**src/rtl/fyp_pkg.sv**
```systemverilog
// ----------------------------------------------------------------------------
// fyp_pkg
// Shared types and constants for the Fisher-Yates permutation block.
// ----------------------------------------------------------------------------
package fyp_pkg;

	// Field widths fixed by the interface
	localparam int WORD_W = 16;
	localparam int VAL_W  = 7;
	localparam int POS_W  = 6;

	// Default configuration
	localparam int DEF_MAX_SIZE  = 64;
	localparam int DEF_RAND_BITS = 16;
	localparam logic [VAL_W-1:0] SIZE_RST = 7'd64;

	// Sequencer states
	typedef enum logic [2:0] {
		ST_IDLE,
		ST_MOD,
		ST_RDX,
		ST_RDI,
		ST_WRX,
		ST_WRI,
		ST_ERD,
		ST_EOUT
	} fyp_state_t;

	// Store control group
	typedef struct packed {
		logic rd_en;
		logic wr_en;
		logic clear;
	} store_ctrl_t;

endpackage

```
**src/rtl/fyp_in_if.sv**
```systemverilog
// ----------------------------------------------------------------------------
// fyp_in_if
// Input channel: one random word per transaction.
// ----------------------------------------------------------------------------
interface fyp_in_if;
	import fyp_pkg::*;

	logic              valid;
	logic              ready;
	logic [WORD_W-1:0] random_word;

	modport source (output valid, output random_word, input ready);
	modport sink   (input valid, input random_word, output ready);
endinterface

```
**src/rtl/fyp_out_if.sv**
```systemverilog
// ----------------------------------------------------------------------------
// fyp_out_if
// Output channel: one permutation entry per transaction.
// ----------------------------------------------------------------------------
interface fyp_out_if;
	import fyp_pkg::*;

	logic             valid;
	logic             ready;
	logic [POS_W-1:0] position;
	logic [VAL_W-1:0] element_value;
	logic             last_entry;

	modport source (output valid, output position, output element_value,
		output last_entry, input ready);
	modport sink   (input valid, input position, input element_value,
		input last_entry, output ready);
endinterface

```
**src/rtl/fyp_mod_serial.sv**
```systemverilog
// ----------------------------------------------------------------------------
// fyp_mod_serial
// Bit-serial restoring remainder: word mod divisor, one word bit per cycle.
// ----------------------------------------------------------------------------
module fyp_mod_serial
	import fyp_pkg::*;
#(
	parameter int MAX_SIZE  = DEF_MAX_SIZE,
	parameter int RAND_BITS = DEF_RAND_BITS
) (
	input  logic                        clk,
	input  logic                        arst_n,
	input  logic                        start,
	input  logic [WORD_W-1:0]           word,
	input  logic [$clog2(MAX_SIZE):0]   divisor,
	output logic                        done,
	output logic [$clog2(MAX_SIZE)-1:0] remainder
);

	localparam int IW = $clog2(MAX_SIZE);
	localparam int RW = IW + 1;
	localparam int W  = (RAND_BITS < WORD_W) ? RAND_BITS : WORD_W;
	localparam int CW = $clog2(W);

	logic          busy_q;
	logic          done_q;
	logic [CW-1:0] cnt_q;
	logic [W-1:0]  sh_q;
	logic [RW-1:0] d_q;
	logic [RW-1:0] r_q;
	logic [RW-1:0] trial;

	// Shift the next word bit into the partial remainder
	assign trial = {r_q[IW-1:0], sh_q[W-1]};

	// Control: run W steps after a start
	always_ff @(posedge clk or negedge arst_n) begin
		if (!arst_n) begin
			busy_q <= 1'b0;
			done_q <= 1'b0;
			cnt_q  <= '0;
		end else begin
			done_q <= 1'b0;
			if (start) begin
				busy_q <= 1'b1;
				cnt_q  <= CW'(W - 1);
			end else if (busy_q) begin
				cnt_q <= cnt_q - 1'b1;
				if (cnt_q == '0) begin
					busy_q <= 1'b0;
					done_q <= 1'b1;
				end
			end
		end
	end

	// Datapath: restoring subtract per bit
	always_ff @(posedge clk) begin
		if (start) begin
			sh_q <= word[W-1:0];
			d_q  <= divisor;
			r_q  <= '0;
		end else if (busy_q) begin
			sh_q <= sh_q << 1;
			r_q  <= (trial >= d_q) ? (trial - d_q) : trial;
		end
	end

	assign done      = done_q;
	assign remainder = r_q[IW-1:0];

endmodule

```
**src/rtl/fyp_store.sv**
```systemverilog
// ----------------------------------------------------------------------------
// fyp_store
// Permutation store: memory with one read port and one write port and
// per-entry valid bits, so that an unwritten entry reads as its identity value.
// ----------------------------------------------------------------------------
module fyp_store
	import fyp_pkg::*;
#(
	parameter int MAX_SIZE = DEF_MAX_SIZE
) (
	input  logic                        clk,
	input  logic                        arst_n,
	input  store_ctrl_t                 ctrl,
	input  logic [$clog2(MAX_SIZE)-1:0] rd_addr,
	input  logic [$clog2(MAX_SIZE)-1:0] wr_addr,
	input  logic [VAL_W-1:0]            wr_data,
	output logic [VAL_W-1:0]            rd_data
);

	localparam int AW = $clog2(MAX_SIZE);

	logic [VAL_W-1:0]    mem [MAX_SIZE];
	logic [MAX_SIZE-1:0] vld_q;
	logic [VAL_W-1:0]    rd_q;
	logic                rd_vld_q;
	logic [AW-1:0]       rd_addr_q;

	// Memory write and registered read
	always_ff @(posedge clk) begin
		if (ctrl.wr_en) begin
			mem[wr_addr] <= wr_data;
		end
		if (ctrl.rd_en) begin
			rd_q      <= mem[rd_addr];
			rd_addr_q <= rd_addr;
		end
	end

	// Valid bits: drop all on restart, set on write, sample with the read
	always_ff @(posedge clk or negedge arst_n) begin
		if (!arst_n) begin
			vld_q    <= '0;
			rd_vld_q <= 1'b0;
		end else begin
			if (ctrl.clear) begin
				vld_q <= '0;
			end else if (ctrl.wr_en) begin
				vld_q[wr_addr] <= 1'b1;
			end
			if (ctrl.rd_en) begin
				rd_vld_q <= vld_q[rd_addr];
			end
		end
	end

	// An unwritten entry holds its identity value
	assign rd_data = rd_vld_q ? rd_q : (VAL_W'(rd_addr_q) + VAL_W'(1));

endmodule

```
**src/rtl/fisher_yates_permutation.sv**
```systemverilog
// ----------------------------------------------------------------------------
// fisher_yates_permutation
// Fisher-Yates shuffle of 1..n with at most one swap per random word.
// ----------------------------------------------------------------------------
// Each accepted random word performs one swap step while i is above 0: the
// word's low min(RAND_BITS,16) bits are reduced modulo i+1 by a bit-serial
// remainder unit (one bit per cycle), then the store is read at x and i and
// written back swapped, one store access at a time. The word that brings i
// to 0 is followed by the emission of all n entries in position order, each
// entry taking a store read and then an output load, which waits while the
// output side stalls; no word is accepted during emission. Writing perm_size
// restarts the shuffle at once; a size of 0 acts as 1 and a size above
// MAX_SIZE acts as MAX_SIZE. The store needs no clearing pass: its valid
// bits all clear together on a restart.
// ----------------------------------------------------------------------------
module fisher_yates_permutation
	import fyp_pkg::*;
#(
	parameter int MAX_SIZE  = DEF_MAX_SIZE,
	parameter int RAND_BITS = DEF_RAND_BITS
) (
	input  logic             clk,
	input  logic             arst_n,
	input  logic             cfg_we,
	input  logic [VAL_W-1:0] cfg_wdata,
	fyp_in_if.sink           rand_in,
	fyp_out_if.source        perm_out
);

	localparam int IW = $clog2(MAX_SIZE);

	fyp_state_t    state_q, state_d;
	logic [VAL_W-1:0] size_q;
	logic [IW-1:0] step_q;
	logic [IW-1:0] x_q;
	logic [IW-1:0] k_q;
	logic [VAL_W-1:0] tmp_q;

	logic          out_v_q;
	logic [POS_W-1:0] out_pos_q;
	logic [VAL_W-1:0] out_val_q;
	logic          out_last_q;

	logic          in_acc;
	logic          mod_start;
	logic          mod_done;
	logic [IW-1:0] mod_rem;
	logic          out_free;
	logic          out_load;
	logic          last_k;
	logic          restart;
	logic [VAL_W-1:0] n_cur;
	logic [VAL_W-1:0] n_new;
	logic [VAL_W-1:0] n_rst;

	store_ctrl_t      st_ctrl;
	logic [IW-1:0]    st_rd_addr;
	logic [IW-1:0]    st_wr_addr;
	logic [VAL_W-1:0] st_wr_data;
	logic [VAL_W-1:0] st_rd_data;

	// Clamp a size register value into 1..MAX_SIZE
	function automatic logic [VAL_W-1:0] eff_size(input logic [VAL_W-1:0] sz);
		logic [VAL_W-1:0] n;
		n = sz;
		if (n == '0) begin
			n = VAL_W'(1);
		end
		if (n > VAL_W'(MAX_SIZE)) begin
			n = VAL_W'(MAX_SIZE);
		end
		return n;
	endfunction

	assign n_cur    = eff_size(size_q);
	assign n_new    = eff_size(cfg_wdata);
	assign n_rst    = cfg_we ? n_new : n_cur;
	assign in_acc   = rand_in.valid && rand_in.ready;
	assign out_free = !out_v_q || perm_out.ready;
	assign last_k   = (k_q == IW'(n_cur - VAL_W'(1)));
	assign out_load = (state_q == ST_EOUT) && out_free;
	assign restart  = cfg_we || (out_load && last_k);

	fyp_mod_serial #(
		.MAX_SIZE  (MAX_SIZE),
		.RAND_BITS (RAND_BITS)
	) u_mod (
		.clk       (clk),
		.arst_n    (arst_n),
		.start     (mod_start),
		.word      (rand_in.random_word),
		.divisor   ({1'b0, step_q} + (IW + 1)'(1)),
		.done      (mod_done),
		.remainder (mod_rem)
	);

	fyp_store #(
		.MAX_SIZE (MAX_SIZE)
	) u_store (
		.clk     (clk),
		.arst_n  (arst_n),
		.ctrl    (st_ctrl),
		.rd_addr (st_rd_addr),
		.wr_addr (st_wr_addr),
		.wr_data (st_wr_data),
		.rd_data (st_rd_data)
	);

	// Next state
	always_comb begin
		state_d = state_q;
		case (state_q)
			ST_IDLE: begin
				if (in_acc) begin
					state_d = (step_q != '0) ? ST_MOD : ST_ERD;
				end
			end
			ST_MOD: begin
				if (mod_done) begin
					state_d = ST_RDX;
				end
			end
			ST_RDX:  state_d = ST_RDI;
			ST_RDI:  state_d = ST_WRX;
			ST_WRX:  state_d = ST_WRI;
			ST_WRI:  state_d = (step_q == IW'(1)) ? ST_ERD : ST_IDLE;
			ST_ERD:  state_d = ST_EOUT;
			ST_EOUT: begin
				if (out_free) begin
					state_d = last_k ? ST_IDLE : ST_ERD;
				end
			end
			default: state_d = ST_IDLE;
		endcase
		if (cfg_we) begin
			state_d = ST_IDLE;
		end
	end

	// Outputs of the sequencer
	always_comb begin
		rand_in.ready = 1'b0;
		mod_start     = 1'b0;
		st_ctrl       = '0;
		st_rd_addr    = k_q;
		st_wr_addr    = x_q;
		st_wr_data    = st_rd_data;
		case (state_q)
			ST_IDLE: begin
				rand_in.ready = 1'b1;
				mod_start     = in_acc && (step_q != '0);
			end
			ST_RDX: begin
				st_ctrl.rd_en = 1'b1;
				st_rd_addr    = x_q;
			end
			ST_RDI: begin
				st_ctrl.rd_en = 1'b1;
				st_rd_addr    = step_q;
			end
			ST_WRX: begin
				st_ctrl.wr_en = 1'b1;
				st_wr_addr    = x_q;
				st_wr_data    = st_rd_data;
			end
			ST_WRI: begin
				st_ctrl.wr_en = 1'b1;
				st_wr_addr    = step_q;
				st_wr_data    = tmp_q;
			end
			ST_ERD: begin
				st_ctrl.rd_en = 1'b1;
				st_rd_addr    = k_q;
			end
			default: begin
			end
		endcase
		st_ctrl.clear = restart;
	end

	// Control registers: state, size, step index, emission counter
	always_ff @(posedge clk or negedge arst_n) begin
		if (!arst_n) begin
			state_q <= ST_IDLE;
			size_q  <= SIZE_RST;
			step_q  <= IW'(MAX_SIZE - 1);
			k_q     <= '0;
		end else begin
			state_q <= state_d;
			if (cfg_we) begin
				size_q <= cfg_wdata;
			end
			if (restart) begin
				step_q <= IW'(n_rst - VAL_W'(1));
				k_q    <= '0;
			end else begin
				if (state_q == ST_WRI) begin
					step_q <= step_q - 1'b1;
				end
				if (out_load) begin
					k_q <= k_q + 1'b1;
				end
			end
		end
	end

	// Hold the swap index and the entry read at x
	always_ff @(posedge clk) begin
		if (mod_done) begin
			x_q <= mod_rem;
		end
		if (state_q == ST_RDI) begin
			tmp_q <= st_rd_data;
		end
	end

	// Output register
	always_ff @(posedge clk or negedge arst_n) begin
		if (!arst_n) begin
			out_v_q <= 1'b0;
		end else if (out_load) begin
			out_v_q <= 1'b1;
		end else if (perm_out.ready) begin
			out_v_q <= 1'b0;
		end
	end

	always_ff @(posedge clk) begin
		if (out_load) begin
			out_pos_q  <= POS_W'(k_q);
			out_val_q  <= st_rd_data;
			out_last_q <= last_k;
		end
	end

	assign perm_out.valid         = out_v_q;
	assign perm_out.position      = out_pos_q;
	assign perm_out.element_value = out_val_q;
	assign perm_out.last_entry    = out_last_q;

endmodule
```
**src/flat_wrapper.sv**
```systemverilog
// flat-port wrapper written by rule: the top's interface ports become plain ports
module fisher_yates_permutation_flat import fyp_pkg::*;
#(
	parameter int MAX_SIZE  = DEF_MAX_SIZE,
	parameter int RAND_BITS = DEF_RAND_BITS
)
  (clk, arst_n, cfg_we, cfg_wdata, rand_in_valid, rand_in_random_word, rand_in_ready, perm_out_valid, perm_out_position, perm_out_element_value, perm_out_last_entry, perm_out_ready);
  fyp_in_if rand_in_i ();
  fyp_out_if perm_out_i ();
  input  logic clk;
  input  logic arst_n;
  input  logic cfg_we;
  input  logic [VAL_W-1:0] cfg_wdata;
  input wire logic [$bits(rand_in_i.valid)-1:0] rand_in_valid;
  input wire logic [$bits(rand_in_i.random_word)-1:0] rand_in_random_word;
  output wire logic [$bits(rand_in_i.ready)-1:0] rand_in_ready;
  output wire logic [$bits(perm_out_i.valid)-1:0] perm_out_valid;
  output wire logic [$bits(perm_out_i.position)-1:0] perm_out_position;
  output wire logic [$bits(perm_out_i.element_value)-1:0] perm_out_element_value;
  output wire logic [$bits(perm_out_i.last_entry)-1:0] perm_out_last_entry;
  input wire logic [$bits(perm_out_i.ready)-1:0] perm_out_ready;
  assign rand_in_i.valid = rand_in_valid;
  assign rand_in_i.random_word = rand_in_random_word;
  assign rand_in_ready = rand_in_i.ready;
  assign perm_out_valid = perm_out_i.valid;
  assign perm_out_position = perm_out_i.position;
  assign perm_out_element_value = perm_out_i.element_value;
  assign perm_out_last_entry = perm_out_i.last_entry;
  assign perm_out_i.ready = perm_out_ready;
  fisher_yates_permutation #(.MAX_SIZE(MAX_SIZE), .RAND_BITS(RAND_BITS)) u_core (.clk(clk), .arst_n(arst_n), .cfg_we(cfg_we), .cfg_wdata(cfg_wdata), .rand_in(rand_in_i), .perm_out(perm_out_i));
endmodule
```
**config.mk**
```make
export PLATFORM = sky130hd
export DESIGN_NAME = fisher_yates_permutation_flat
export DESIGN_NICKNAME = d
export VERILOG_FILES = /design/src/rtl/fyp_pkg.sv /design/src/rtl/fyp_in_if.sv /design/src/rtl/fyp_out_if.sv /design/src/rtl/fyp_mod_serial.sv /design/src/rtl/fyp_store.sv /design/src/rtl/fisher_yates_permutation.sv /design/src/flat_wrapper.sv
export SDC_FILE = /design/constraint.sdc
export NUM_CORES = 1
export LEC_CHECK = 0
export ABC_AREA = 1
export BUFFER_PORTS_ARGS = -buffer_cell sky130_fd_sc_hd__clkbuf_2
export CAP_MARGIN = 15
export CELL_PAD_IN_SITES_DETAIL_PLACEMENT = 1
export CELL_PAD_IN_SITES_GLOBAL_PLACEMENT = 1
export CORE_ASPECT_RATIO = 0.7
export CORE_MARGIN = 10
export CORE_UTILIZATION = 30
export DETAILED_ROUTE_END_ITERATION = 6
export PLACE_DENSITY_LB_ADDON = 0.1
export RECOVER_POWER = 25
export SETUP_SLACK_MARGIN = 0.4
export SYNTH_ARGS = -nofsm -noshare
export SYNTH_HDL_FRONTEND = slang
export SYNTH_HIERARCHICAL = 1
export SYNTH_SLANG_ARGS = --single-unit
```
**constraint.sdc**
```tcl
create_clock -name clk -period 3.6 [get_ports clk]
set_input_delay 0.72 -clock clk [delete_from_list [all_inputs] [get_ports clk]]
set_output_delay 0.72 -clock clk [all_outputs]
set_load 0.02 [all_outputs]
```
### Word level (Yosys, flattened, before mapping)

Memory sizes are Yosys's and may differ from the RTL's. A register that Yosys moved wholly into a read port is not among the register bits.
Cells that the tools add are included.

* add/subtract/negate cells: 8
* bitwise logic cells: 1
* mux-type cells: 46
* equal/unequal tests: 12
* reductions and logical operators: 21
* $lt $le $gt $ge: 6

Operator list (count)
* two-way mux 64 bit: 2
* OR 64 bit: 1
* two-way mux 6 bit: 9
* two-way mux 16 bit: 2
* two-way mux 7 bit: 4
* one-hot mux 3 bit (8 select lines): 1
* two-way mux 3 bit: 7
* subtractor 6 x 1 -> 6 bit, second input constant: 3
* two-way mux 1 bit: 16
* adder 6 x 1 -> 7 bit, second input constant: 2
* greater-than comparator 7 bit, second input constant: 2
* zero test 7 bit: 2
* < comparator 6 x 7 -> 1 bit, second input constant: 2
* == test 3 bit, second input constant: 4
* one-hot mux 6 bit (2 select lines): 1
* nonzero test 2 bit: 5
* two-way mux 4 bit: 2
* >= comparator 7 bit: 1
* adder 6 x 1 -> 6 bit, second input constant: 1
* binary-select mux 1 bit (select 6 bit): 1
* demux 1 bit (select 6 bit): 1
* == test 3 x 2 -> 1 bit, second input constant: 2
* == test 6 x 1 -> 1 bit, second input constant: 1
* == test 6 bit: 1
* 15 further kinds: 21

* logic and storage cells: 114
* register bits after elaboration: 156
* memories: 1
* RAM bits: 448
* input port bits: 28
* output and inout bits: 16

Memories
* u_core.u_store.mem: depth 64, width 7, rd ports 1, clocked after Yosys merged registers in 1, wr ports 1, RTL line fyp_store.sv:22 `logic [VAL_W-1:0] mem [MAX_SIZE];`

### Longest topological paths before layout

Gate-level depths: netlist of the first run.

* depth after elaboration: 10
* gate-level depth with buffers: 21
* gate-level depth less buffers: 18

### Cells and area by module

Netlist of the first run, hierarchy kept.

Modules (own cells, without submodules)
* fyp_store: seq. area each 15469.8 um2, area an instance 21584.5 um2, times used 1, cells an instance 1902
* fisher_yates_permutation: seq. area each 1395.1 um2, area an instance 2987.9 um2, times used 1, cells an instance 351
* fyp_mod_serial: seq. area each 960.9 um2, area an instance 1816.7 um2, times used 1, cells an instance 207

### Worst setup path after synthesis of the first run

OpenSTA, ideal clock, no wires.

* path kind: register to register
* start point: reg u_core.state_q[0]
* end point: reg u_core.u_store.rd_q[2] (read register of u_core.u_store.mem), data pin
* setup time: 0.253 ns
* path slack: 0.821 ns
* required time: 3.347 ns
* period minus slack after synthesis: 2.779 ns
* data arrival time: 2.526 ns
* stages on the path, launching flop included: 20
* buffers on the path: 4
* cell sequence: dfrtp_1 nand2_1 nor2_1 inv_1 nand2_1 inv_1 nand2_1 o221ai_1 buf_6 buf_6 buf_12 buf_4 nor2_1 o22ai_1 nand2_1 nand2_1 nand2_1 nand3_1 nand3_1 nand2_1

* elaborated cells on any way between the ends: 6
* those cells by class: 3 x eq/ne; 2 x mux; 1 x reduce/logical

RTL lines
* start: declaration: RTL line fisher_yates_permutation.sv:32 `fyp_state_t state_q, state_d;`
* start signal: assignment: RTL line fisher_yates_permutation.sv:189 `state_q <= state_d;`
* == test 3 x 2 -> 1 bit: RTL line fisher_yates_permutation.sv:148 `case (state_q)`
* one-hot mux 6 bit (2 select lines) *: RTL line fisher_yates_permutation.sv:148
* via u_core.st_rd_addr[0]: RTL line fisher_yates_permutation.sv:57 `logic [IW-1:0] st_rd_addr;`
* end: declaration: RTL line fyp_store.sv:24 `logic [VAL_W-1:0] rd_q;`

The timed path passes the listed nets; every way through them passes the cells marked *.
A chain may end at the register's enable or synchronous reset.

### Worst setup path after layout of the first run

* start point: reg u_core.state_q[1]
* end point: reg u_core.u_store.rd_vld_q

* longest elaborated chain between the ends: 4
* elaborated cells on any way between the ends: 8
* those cells by class: 3 x eq/ne; 4 x mux; 1 x reduce/logical

Ends and longest elaborated chain
* == test 3 x 2 -> 1 bit: RTL line fisher_yates_permutation.sv:148
* one-hot mux 6 bit (2 select lines) *: RTL line fisher_yates_permutation.sv:148
* via u_core.st_rd_addr[3]: RTL line fisher_yates_permutation.sv:57
* binary-select mux 1 bit (select 6 bit) *: RTL line fyp_store.sv:51 `rd_vld_q <= vld_q[rd_addr];`
* two-way mux 1 bit (implied by the code) *: RTL line fyp_store.sv:51
* end signal: assignment: RTL line fyp_store.sv:51
* end: declaration: RTL line fyp_store.sv:25 `logic rd_vld_q;`

The timed path passes the listed nets; every way through them passes the cells marked *. The select of a mux whose other input is x is not followed.

==> flow_summary.json, run 1 <==
{
  "yosys_register_bits": 611,
  "detail_route.first_pass.iterations": 5,
  "synth-simple-area-share_pct": 18.4,
  "gr-usage-all-layers_pct": 17.9,
  "antennaDiodeCount": 0,
  "fillers": 9614,
  "skew_pair_late_insertion_delay_ps": 630,
  "netlist_instances": 2460,
  "async_reset_ff_share_pct": 15.4,
  "deepest_clock_path_buffer_count": 3,
  "synth_xor_xnor_area_share_pct": 0.593,
  "core_area_um2": 86700,
  "ys.warnings.count": 6,
  "die_width_um": 374,
  "first_global_vias": 19600,
  "number_of_antenna_violations_at_the_first_check_in_global_routing": 2,
  "num_io_pins": 44,
  "floorplan.initialDensity_pct": 30.4,
  "finalCritPeriodShare_pct": 87.7,
  "slew_headroom_pct": -5.04,
  "cellLeakagePower_nw": 11.6,
  "dpl.hpwl_um": 56700,
  "failing_checks": "capacitance limit, slew limit",
  "dp_cells": 3665,
  "area_grow_syn2layout_pct": 18.1,
  "htree_num_levels": 3,
  "synth_common_cells": "sky130_fd_sc_hd__edfxtp_1, sky130_fd_sc_hd__nand2_1, sky130_fd_sc_hd__nor2_1, sky130_fd_sc_hd__o21ai_0, sky130_fd_sc_hd__nand3_1",
  "yosysSeqAreaShare_pct": 67.6,
  "syn-num-nets": 2505,
  "grt_max_degree": 78,
  "drtIter0Drc": 1699,
  "synth.most_common_cell": "sky130_fd_sc_hd__edfxtp_1",
  "timing_max_transition_violations_final": 109,
  "crit_fanout": 24,
  "worst_slew_pin_slew_ps": 1580,
  "synth_top_area_share_pct": 58.1,
  "max_cap_violations": 2,
  "yosys-mux-area-fraction_pct": 0,
  "synthAdderAreaFrac_pct": 0.834,
  "cts_buffers": 67,
  "timing.setup.critical_path_class": "reg2reg",
  "root_buffer": "sky130_fd_sc_hd__clkbuf_16",
  "count_of_unresolved_drc_violations_after_routing": 0,
  "postRouteAntennaNets": 0,
  "via_per_inst": 5.05,
  "post-synth-top-area-cell": "sky130_fd_sc_hd__edfxtp_1",
  "cp-end-kind": "flip-flop",
  "grt_first_pass_wirelength_um": 136000,
  "hold_path_class": "in2reg",
  "synthDistinctLibCells": 49,
  "io_buffer_count": 43,
  "fp.dieArea_um2": 100000,
  "clock_pin_slew_on_the_worst_setup_and_hold_paths_ps": 60,
  "tritoncts": "yes",
  "worstPathRequired_ps": 4120,
  "synth_top_cells_by_area": "sky130_fd_sc_hd__edfxtp_1, sky130_fd_sc_hd__dfrtp_1, sky130_fd_sc_hd__nand2_1",
  "die-height_um": 268,
  "fin_setup_tns_ps": 0,
  "syn_area_um2": 26400,
  "vdd_drop_max_mv": 0.562,
  "layout_cells_sized_above_1_pct": 13.0,
  "finalWeightedCongestion": 0.792,
  "number_of_nets_in_the_final_layout": 2651,
  "routed_wl_um": 92000,
  "min_period_ps": 3160,
  "detailroute.via_count": 19200,
  "clkSinkCount": 611,
  "largest_family_of_logic_cells_by_synthesized_area": "simple AND/OR/NAND/NOR gates",
  "power.density_nw_per_um2": 761,
  "final_hold_vios": 0,
  "globalRoute.totalOverflow": 0,
  "rows": 90,
  "worst_ep_arrival_ps": 3670,
  "totalPowerFinal_mw": 23.7,
  "wire_per_inst_um": 24.1,
  "critical_path.startpoint_type": "flip-flop",
  "synth-compound-area-share_pct": 8.04,
  "clock-skew-final_ps": 15.4,
  "synth_edf_count": 511,
  "status": "finished with violations",
  "max_freq_ghz": 0.317,
  "grt_setup_unrepaired": "true",
  "setup_viol_count_final": 0,
  "dominantRegCellSynth": "sky130_fd_sc_hd__edfxtp_1",
  "syn-mean-instance-area_um2": 10.7,
  "instances_no_fill": 3811
}
[worst paths after layout]
kind / startpoint / end / slack [ps] / cells past startpoint
worst max-delay path: u_core/state_q[1] / u_core/u_store/rd_vld_q / 440 / 16
worst min-delay path: perm_out_ready / u_core/perm_out.valid / 290 / 2
worst max register to register: u_core/state_q[1] / u_core/u_store/rd_vld_q / 440 / 16
worst min register to register: u_core/u_mod/r_q[3] / u_core/x_q[3] / 490 / 0
max in group asynchronous: arst_n / u_core/u_store/vld_q[25] / 1280 / 2
min in group asynchronous: arst_n / u_core/u_store/rd_vld_q / 500 / 1
[timing repair]
item                                    4_1_cts  5_1_grt
hold endpoints to repair                      0        0
pin swaps                                     0        5
buffers inserted                              6       11
gates resized for setup                      12       36
gates cloned                                  2        3
endpoints found under the setup margin      108      222
hold buffers                                  0        0
[stage by stage]
| step | hold slack (ps) | util [%] | setup WS, ps | cell area (um^2) |
|---|---|---|---|---|
| 4_1_cts | 196 | 35.7 | 349 | 30900 |
| 5_1_grt | 267 | 35.9 | 215 | 31200 |
| 2_1_floorplan | 424 | - | 821 | 26400 |
| 3_5_place_dp | 487 | 33.1 | 104 | 28700 |
| 3_3_place_gp | 474 | 33.1 | 217 | 28700 |
| 6_report | 291 | 35.9 | 442 | 31200 |
[sequential cells by signal, indices dropped and copies added (netlist names)]
signal                         cells
u_core/size_q                      7
u_core/x_q                         6
u_core/perm_out.last_entry         1
u_core/u_store/rd_vld_q            1
u_core/step_q                      6
u_core/u_mod/busy_q                1
u_core/k_q                         6
u_core/tmp_q                       7
u_core/u_store/rd_addr_q           6
u_core/perm_out.position           6
u_core/u_mod/sh_q                 16
u_core/u_store/rd_q                7
u_core/u_mod/cnt_q                 4
u_core/u_mod/r_q                   6
u_core/u_store/vld_q              64
u_core/u_store/mem               448
u_core/perm_out.element_value      7
u_core/u_mod/done                  1
u_core/u_mod/d_q                   7
u_core/state_q                     3
u_core/perm_out.valid              1
[final cells by class]
class,count,area [um^2],area share (%)
Multi-Input combinational cell,1593,7480,24.0
Timing Repair Buffer,202,1810,5.80
Clock inverter,29,196,0.631
Timing Repair inverter,1,8.76,0.0281
Sequential cell,611,17800,57.2
Clock buffer,95,1870,6.02
Inverter,130,527,1.69
Tap cell,1150,1440,4.62
[worst max-delay path, cell delays in order, from the launching register on]
cell                       delay, ps
sky130_fd_sc_hd__dfrtp_1         440
sky130_fd_sc_hd__nand2_1         130
sky130_fd_sc_hd__nor2_1          170
sky130_fd_sc_hd__inv_2            90
sky130_fd_sc_hd__nand2_2         120
sky130_fd_sc_hd__inv_1           100
sky130_fd_sc_hd__nand2_1         120
sky130_fd_sc_hd__o221ai_4        350
sky130_fd_sc_hd__inv_1           220
sky130_fd_sc_hd__buf_6           310
sky130_fd_sc_hd__nand3_1         350
sky130_fd_sc_hd__nand2_1         170
sky130_fd_sc_hd__nand2_1          60
sky130_fd_sc_hd__nand3_1         160
sky130_fd_sc_hd__nand2_1          80
sky130_fd_sc_hd__nand2_1          60
sky130_fd_sc_hd__nand2_1          60
[report_power, final]
group / leakage, nW / internal (mW) / switching (mW)
sequential: 5.96 / 8.82 / 0.218
clock: 1.02 / 3.73 / 2.95
combinational: 4.63 / 2.28 / 5.71
total: 11.6 / 14.8 / 8.87
[routing by layer]
metal  wire [um]  part of all wire, %  global-route usage (%)  up-vias
met5           0                    0                       0        -
met4        1290                  1.4                    3.33        0
met3        4880                  5.3                    3.31       88
met2       37900                   41                    25.8      409
met1       47900                   52                    27.8     9930
li1            -                    -                       -     8810
[cells in the final DEF, fill, tap and decap left out, types with 5 or more instances in the layout]
master,synthesis,routed
sky130_fd_sc_hd__a21oi_1,37,37
sky130_fd_sc_hd__buf_12,2,23
sky130_fd_sc_hd__buf_16,0,5
sky130_fd_sc_hd__buf_4,15,110
sky130_fd_sc_hd__buf_6,13,6
sky130_fd_sc_hd__clkbuf_1,44,48
sky130_fd_sc_hd__clkbuf_16,0,72
sky130_fd_sc_hd__clkbuf_2,3,28
sky130_fd_sc_hd__clkbuf_8,2,5
sky130_fd_sc_hd__clkinv_1,4,11
sky130_fd_sc_hd__clkinv_2,0,14
sky130_fd_sc_hd__clkinvlp_4,0,5
sky130_fd_sc_hd__dfrtp_1,87,87
sky130_fd_sc_hd__dfstp_2,7,5
sky130_fd_sc_hd__dfxtp_1,6,6
sky130_fd_sc_hd__edfxtp_1,511,511
sky130_fd_sc_hd__ha_1,16,16
sky130_fd_sc_hd__inv_1,117,113
sky130_fd_sc_hd__inv_2,8,8
sky130_fd_sc_hd__inv_6,0,6
sky130_fd_sc_hd__nand2_1,492,483
sky130_fd_sc_hd__nand2_2,11,20
sky130_fd_sc_hd__nand3_1,183,180
sky130_fd_sc_hd__nand3_2,5,8
sky130_fd_sc_hd__nand4_1,11,11
sky130_fd_sc_hd__nor2_1,429,428
sky130_fd_sc_hd__nor3_1,18,18
sky130_fd_sc_hd__o21ai_0,193,185
sky130_fd_sc_hd__o21ai_1,51,56
sky130_fd_sc_hd__o21ai_2,2,5
sky130_fd_sc_hd__o22ai_1,93,91
sky130_fd_sc_hd__xor2_1,12,12
[kinds of logic after synthesis]
logic type	after synthesis
simple gates	1169
flops	611
compound gates	390
buf+inv	256
xor+xnor	17
fa+ha+maj	17
Power figures use the tool's default switching activity.
==> run 2: changes to the inputs <==
CORE_MARGIN = 2   (was 10)
==> flow_summary.json, run 2 (synthesized netlist as in run 1, its figures left out) <==
{
  "grt_max_degree": 83,
  "cellLeakagePower_nw": 11.5,
  "grt_first_pass_wirelength_um": 131000,
  "clock_power_share_pct": 29.0,
  "detailroute.via_count": 19000,
  "die-height_um": 252,
  "slew_headroom_pct": -43.8,
  "power_switching_mw": 8.70,
  "number_of_antenna_violations_at_the_first_check_in_global_routing": 2,
  "largest_reg_flops": 448,
  "globalRoute.totalOverflow": 0,
  "seq_power_share_pct": 38.2,
  "fp.dieArea_um2": 90400,
  "setup_viol_count_final": 0,
  "wire_per_inst_um": 23.5,
  "max_freq_ghz": 0.308,
  "crit_fanout": 33,
  "num_io_pins": 44,
  "via_per_inst": 5.00,
  "routed_wl_um": 89100,
  "worst_path_most_repeated_cell": "sky130_fd_sc_hd__nand2_1",
  "power_frac_comb_pct": 32.8,
  "max_cap_violations": 1,
  "number_of_nets_in_the_final_layout": 2641,
  "ctsHoldBuffers": 0,
  "layout.cells.most_common": "sky130_fd_sc_hd__edfxtp_1",
  "count_of_unresolved_drc_violations_after_routing": 0,
  "rows": 90,
  "area_grow_syn2layout_pct": 17.8,
  "gr-usage-all-layers_pct": 19.6,
  "cp-end-kind": "flip-flop",
  "register_with_the_most_flip_flops": "u_core/u_store/mem",
  "detail_route.first_pass.iterations": 5,
  "finalWeightedCongestion": 0.784,
  "postRouteAntennaNets": 0,
  "antennaDiodeCount": 0,
  "first_global_vias": 19400,
  "min_period_ps": 3250,
  "die_width_um": 358,
  "worst_slew_pin_slew_ps": 2160,
  "vdd_drop_max_mv": 0.403,
  "instances_no_fill": 3797,
  "failing_checks": "capacitance limit, slew limit",
  "cts_buffers": 67,
  "clock_pin_slew_on_the_worst_setup_and_hold_paths_ps": 60,
  "skew_pair_late_insertion_delay_ps": 620,
  "timing_max_transition_violations_final": 31,
  "core_area_um2": 86600,
  "layout_common_cells": "sky130_fd_sc_hd__edfxtp_1, sky130_fd_sc_hd__nand2_1, sky130_fd_sc_hd__nor2_1",
  "clock-skew-final_ps": 20.8,
  "power.density_nw_per_um2": 761,
  "fin_setup_tns_ps": 0,
  "worst_ep_arrival_ps": 3750,
  "deepest_clock_path_buffer_count": 3,
  "worstPathRequired_ps": 4100,
  "reg_top3": "u_core/u_store/mem (448), u_core/u_store/vld_q (64), u_core/u_mod/sh_q (16)",
  "dp_cells": 3650,
  "cells_along_the_critical_path": "nand2_1, nor2_1, inv_2, buf_4, buf_4, o221ai_4, clkbuf_2, nand3_1, nand2_1, nand2_1, nand3_1, nand2_1, nand2_1, nand2_1",
  "critical_path.startpoint_type": "flip-flop",
  "root_buffer": "sky130_fd_sc_hd__clkbuf_16",
  "dpl.hpwl_um": 55300,
  "power.internal_mw": 15.0,
  "layout_cells_sized_above_1_pct": 12.9,
  "timing.setup.critical_path_class": "reg2reg",
  "totalPowerFinal_mw": 23.7,
  "finalCritPeriodShare_pct": 90.2,
  "critical_path.slowest_cell": "sky130_fd_sc_hd__clkbuf_2",
  "power.share.switching_pct": 36.8,
  "tritoncts": "yes",
  "worst-r2r-setup-slack_ps": 350,
  "grt_setup_unrepaired": "true",
  "drtIter0Drc": 1445,
  "status": "finished with violations",
  "hold_path_class": "in2async",
  "clkSinkCount": 611,
  "io_buffer_count": 43,
  "htree_num_levels": 3,
  "slowest_delay_ps": 860,
  "floorplan.initialDensity_pct": 30.5,
  "final_hold_vios": 0
}
run 2: cell count changes in the layout (fill, tap and decap cells not counted), moves of 3 or more:
cell / previous run / this run
sky130_fd_sc_hd__buf_12: 23 / 20
sky130_fd_sc_hd__buf_16: 5 / 1
sky130_fd_sc_hd__bufinv_16: 2 / 5
sky130_fd_sc_hd__clkbuf_8: 5 / 1
sky130_fd_sc_hd__clkinv_2: 14 / 7
sky130_fd_sc_hd__clkinvlp_4: 5 / 9
sky130_fd_sc_hd__inv_6: 6 / 1
sky130_fd_sc_hd__nand3_1: 180 / 177
sky130_fd_sc_hd__nor2_1: 428 / 421
sky130_fd_sc_hd__nor2_2: 4 / 11
sky130_fd_sc_hd__o21ai_0: 185 / 188
run 2: per-layer routing:
layer	GRT usage, %	wire length, um
met3	3.20	4030
met2	27.7	36900
met4	4.82	1690
met1	30.7	46500
met5	0	0
run 2: worst max-delay path, delay by kind of cell (launching register included):
family                 cells  cell delay (ps)
buffers and inverters      4             1220
flip-flops                 1              480
AND/OR/NAND/NOR            9             1240
AO/OA/AOI/OAI              1              180
run 2: power by group through the flow:
stage / logic, mW / registers, mW / clock network (mW)
2_1_floorplan: 4.45 / 9.10 / 0
3_3_place_gp: 7.29 / 9.16 / 0
3_5_place_dp: 7.39 / 9.17 / 0
4_1_cts: 7.62 / 9.03 / 7.06
5_1_grt: 8.56 / 9.07 / 7.31
6_report: 7.76 / 9.03 / 6.86
run 2: path summary, 6_finish.rpt:
check / depth (start not counted) / end / from
max: 14 / u_core/u_store/rd_vld_q / u_core/state_q[1]
min: 1 / u_core/u_store/vld_q[54] / arst_n
max reg2reg: 14 / u_core/u_store/rd_vld_q / u_core/state_q[1]
min reg2reg: 1 / u_core/u_mod/cnt_q[3] / u_core/u_mod/cnt_q[3]
max in group asynchronous: 2 / u_core/u_store/vld_q[12] / arst_n
min in group clk: 2 / u_core/perm_out.valid / perm_out_ready
run 2: timing repair:
item	4_1_cts	5_1_grt
gates cloned	3	3
setup endpoints to repair	8	354
endpoints found under the hold margin	0	0
setup buffers	10	11
pin swaps	0	2
gates resized for setup	10	35
run 2: area by class of cell:
cell class,count,area (um^2)
clock buffers,92,1840
multi-input cells,1594,7530
fillers,9577,55500
clock inverters,28,285
flip-flops and latches,611,17800
repair buffers,191,1640
repair inverters,1,6.26
well taps,1150,1440
inverters,130,514
run 2: through the flow:
stage               area, um^2  setup slack [ps]  hold WS (ps)  utilization [%]
CTS                      30900               359           165             35.7
finish                   31100               353           143             35.9
detailed placement       28600              99.1           472             33.0
global route             31100               202           171             35.9
global placement         28600               167           470             33.0
floorplan                26400               821           424                -
==> run 3: changes to the inputs <==
ABC_AREA = 0   (was 1)
==> flow_summary.json, run 3 <==
{
  "synth_edf_count": 511,
  "number_of_nets_in_the_final_layout": 1716,
  "dpl.hpwl_um": 46800,
  "seq_power_share_pct": 43.6,
  "fin_setup_tns_ps": 0,
  "critical_path.startpoint_type": "flip-flop",
  "first_global_vias": 14700,
  "status": "finished with violations",
  "finalWeightedCongestion": 0.761,
  "clkSinkCount": 611,
  "routed_wl_um": 72100,
  "worst_slew_pin_slew_ps": 1630,
  "hold_depth": 3,
  "power.density_nw_per_um2": 720,
  "timing_max_transition_violations_final": 52,
  "layout_common_cells": "sky130_fd_sc_hd__edfxtp_1, sky130_fd_sc_hd__nor2_1, sky130_fd_sc_hd__mux4_2",
  "cp-end-kind": "flip-flop",
  "crit_fanout": 11,
  "layout.cells.most_common": "sky130_fd_sc_hd__edfxtp_1",
  "layout_cells_sized_above_1_pct": 27.5,
  "core_area_um2": 84000,
  "clock_pin_slew_on_the_worst_setup_and_hold_paths_ps": 70,
  "area_grow_syn2layout_pct": 19.0,
  "setup_viol_count_final": 0,
  "cts_buffers": 61,
  "pre_cts_ws_ps": 83.7,
  "power.internal_mw": 15.1,
  "yosysSeqAreaShare_pct": 70.3,
  "critical_path.slowest_cell": "sky130_fd_sc_hd__nand3_1",
  "htree_num_levels": 2,
  "hold_path_class": "in2reg",
  "power_switching_mw": 6.59,
  "floorplan.initialDensity_pct": 30.2,
  "failing_checks": "capacitance limit, slew limit",
  "grt_first_pass_wirelength_um": 106000,
  "clock_power_share_pct": 30.7,
  "postRouteAntennaNets": 0,
  "detail_route.first_pass.iterations": 5,
  "power.share.switching_pct": 30.3,
  "number_of_antenna_violations_at_the_first_check_in_global_routing": 0,
  "rows": 89,
  "async_reset_ff_share_pct": 15.4,
  "skew_pair_late_insertion_delay_ps": 640,
  "tritoncts": "yes",
  "fp.dieArea_um2": 86900,
  "critical_path_depth": 7,
  "slowest_delay_ps": 490,
  "drtIter0Drc": 1053,
  "largest_reg_flops": 448,
  "globalRoute.totalOverflow": 0,
  "dominantRegCellSynth": "sky130_fd_sc_hd__edfxtp_1",
  "worst-r2r-setup-slack_ps": 380,
  "via_per_inst": 4.86,
  "antennaDiodeCount": 0,
  "vdd_drop_max_mv": 0.385,
  "io_buffer_count": 43,
  "instances_no_fill": 2861,
  "die_width_um": 352,
  "crit_buf_inv": 2,
  "syn-mean-instance-area_um2": 17.0,
  "slew_headroom_pct": -8.57,
  "post-synth-top-area-cell": "sky130_fd_sc_hd__edfxtp_1",
  "dp_cells": 2726,
  "ys.warnings.count": 6,
  "min_period_ps": 3220,
  "gr-usage-all-layers_pct": 17.0,
  "totalPowerFinal_mw": 21.7,
  "max_cap_violations": 1,
  "cellLeakagePower_nw": 10.1,
  "synth_common_cells": "sky130_fd_sc_hd__edfxtp_1, sky130_fd_sc_hd__nor2_1, sky130_fd_sc_hd__mux4_2, sky130_fd_sc_hd__dfrtp_1, sky130_fd_sc_hd__nand2_1",
  "clock-skew-final_ps": 31.6,
  "cells_along_the_critical_path": "clkbuf_1, nand3b_1, mux2_2, nor2b_1, nand3_1, nor2_1, buf_4",
  "count_of_unresolved_drc_violations_after_routing": 0,
  "detailroute.via_count": 13900,
  "deepest_clock_path_buffer_count": 3,
  "power_frac_comb_pct": 25.7,
  "synth.most_common_cell": "sky130_fd_sc_hd__edfxtp_1",
  "worst_reg2reg_path_depth": 7,
  "setup_slack_ps": 379,
  "grt_setup_unrepaired": "true",
  "worst_ep_arrival_ps": 3570,
  "reg_top3": "u_core/u_store/mem (448), u_core/u_store/vld_q (64), u_core/u_mod/sh_q (16)",
  "root_buffer": "sky130_fd_sc_hd__clkbuf_16",
  "yosys_register_bits": 611,
  "syn_area_um2": 25400,
  "finalCritPeriodShare_pct": 89.5,
  "worstPathRequired_ps": 3950,
  "die-height_um": 247,
  "synth_top_cells_by_area": "sky130_fd_sc_hd__edfxtp_1, sky130_fd_sc_hd__mux4_2, sky130_fd_sc_hd__dfrtp_1",
  "synth_top_area_share_pct": 60.5,
  "wire_per_inst_um": 25.2,
  "timing.setup.critical_path_class": "reg2reg",
  "final_hold_vios": 0,
  "fillers": 8477,
  "register_with_the_most_flip_flops": "u_core/u_store/mem",
  "critPathTopFamily": "simple AND/OR/NAND/NOR gates",
  "netlist_instances": 1492,
  "syn-num-nets": 1537,
  "grt_max_degree": 65,
  "num_io_pins": 44,
  "synthDistinctLibCells": 73,
  "max_freq_ghz": 0.310
}
## run 3: cell types whose count changed after synthesis, moves of 94 or more
cell                      previous run  this run
sky130_fd_sc_hd__nand2_1           492        82
sky130_fd_sc_hd__mux4_2              0       149
sky130_fd_sc_hd__nand3_1           183        26
sky130_fd_sc_hd__inv_1             117        23
sky130_fd_sc_hd__o21ai_0           193        24
sky130_fd_sc_hd__nor2_1            429       211
## run 3: final timing paths
path / startpoint / end
min in group asynchronous: arst_n / u_core/k_q[5]
max in group asynchronous: arst_n / u_core/u_store/vld_q[24]
max reg2reg: u_core/state_q[1] / u_core/u_store/mem[43][0]
max: u_core/state_q[1] / u_core/u_store/mem[43][0]
min: cfg_wdata[5] / u_core/size_q[5]
min reg2reg: u_core/u_store/vld_q[25] / u_core/u_store/vld_q[25]
## run 3: per-stage QoR
stage	utilization (%)	area [um^2]	hold slack [ps]
2_1_floorplan	-	25400	424
3_3_place_gp	33.2	27800	471
3_5_place_dp	33.2	27800	487
4_1_cts	35.9	30200	142
5_1_grt	35.9	30200	332
6_report	35.9	30200	339
## run 3: routing by layer
layer | track usage, % | vias up | share of wire, %
met4 | 4.07 | 0 | 2.1
met2 | 23.6 | 212 | 41
li1 | - | 6139 | -
met1 | 26.9 | 7474 | 52
met3 | 3.02 | 86 | 4.1
met5 | 0 | - | 0
## run 3: final cells by class
| cell class | count | area [um^2] | area share [%] |
|---|---|---|---|
| repair buffers | 194 | 1610 | 5.34 |
| inverters | 25 | 106 | 0.352 |
| multi-input cells | 778 | 7140 | 23.6 |
| flip-flops and latches | 611 | 17800 | 59.1 |
| clock inverters | 43 | 458 | 1.52 |
| clock buffers | 73 | 1610 | 5.35 |
| well taps | 1137 | 1420 | 4.71 |
## run 3: repair_timing
item	4_1_cts	5_1_grt
setup endpoints to repair	72	168
setup buffers	8	6
endpoints found under the hold margin	0	0
hold buffers	0	0
resized for setup	17	6
pin swaps	4	3
cloned	4	1
## run 3: power by group through the flow
stage | combinational [mW] | clock, mW | sequential, mW
after global placement | 5.41 | 0 | 9.61
after global routing | 6.11 | 7.14 | 9.52
after CTS | 5.73 | 6.90 | 9.47
after detailed placement | 5.53 | 0 | 9.62
final | 5.59 | 6.67 | 9.48
after floorplan | 3.27 | 0 | 9.53
## run 3: worst min-delay path: cells and delay by family
kind / cells / cell delay, ps
buffers and inverters: 1 / 90
AND/OR/NAND/NOR: 2 / 130
## run 3: cells by family (layout without fill, tap and decap cells)
| logic type | count (synthesis) | in the layout | share of synthesized area, % |
|---|---|---|---|
| AO/OA/AOI/OAI | 116 | 116 | 3.22 |
| flip-flops | 611 | 611 | 70.3 |
| AND/OR/NAND/NOR | 415 | 415 | 7.25 |
| adder cells (fa/ha/maj) | 17 | 17 | 0.868 |
| buffers and inverters | 103 | 335 | 1.97 |
| XOR/XNOR | 26 | 26 | 0.898 |
| multiplexers | 204 | 204 | 15.5 |
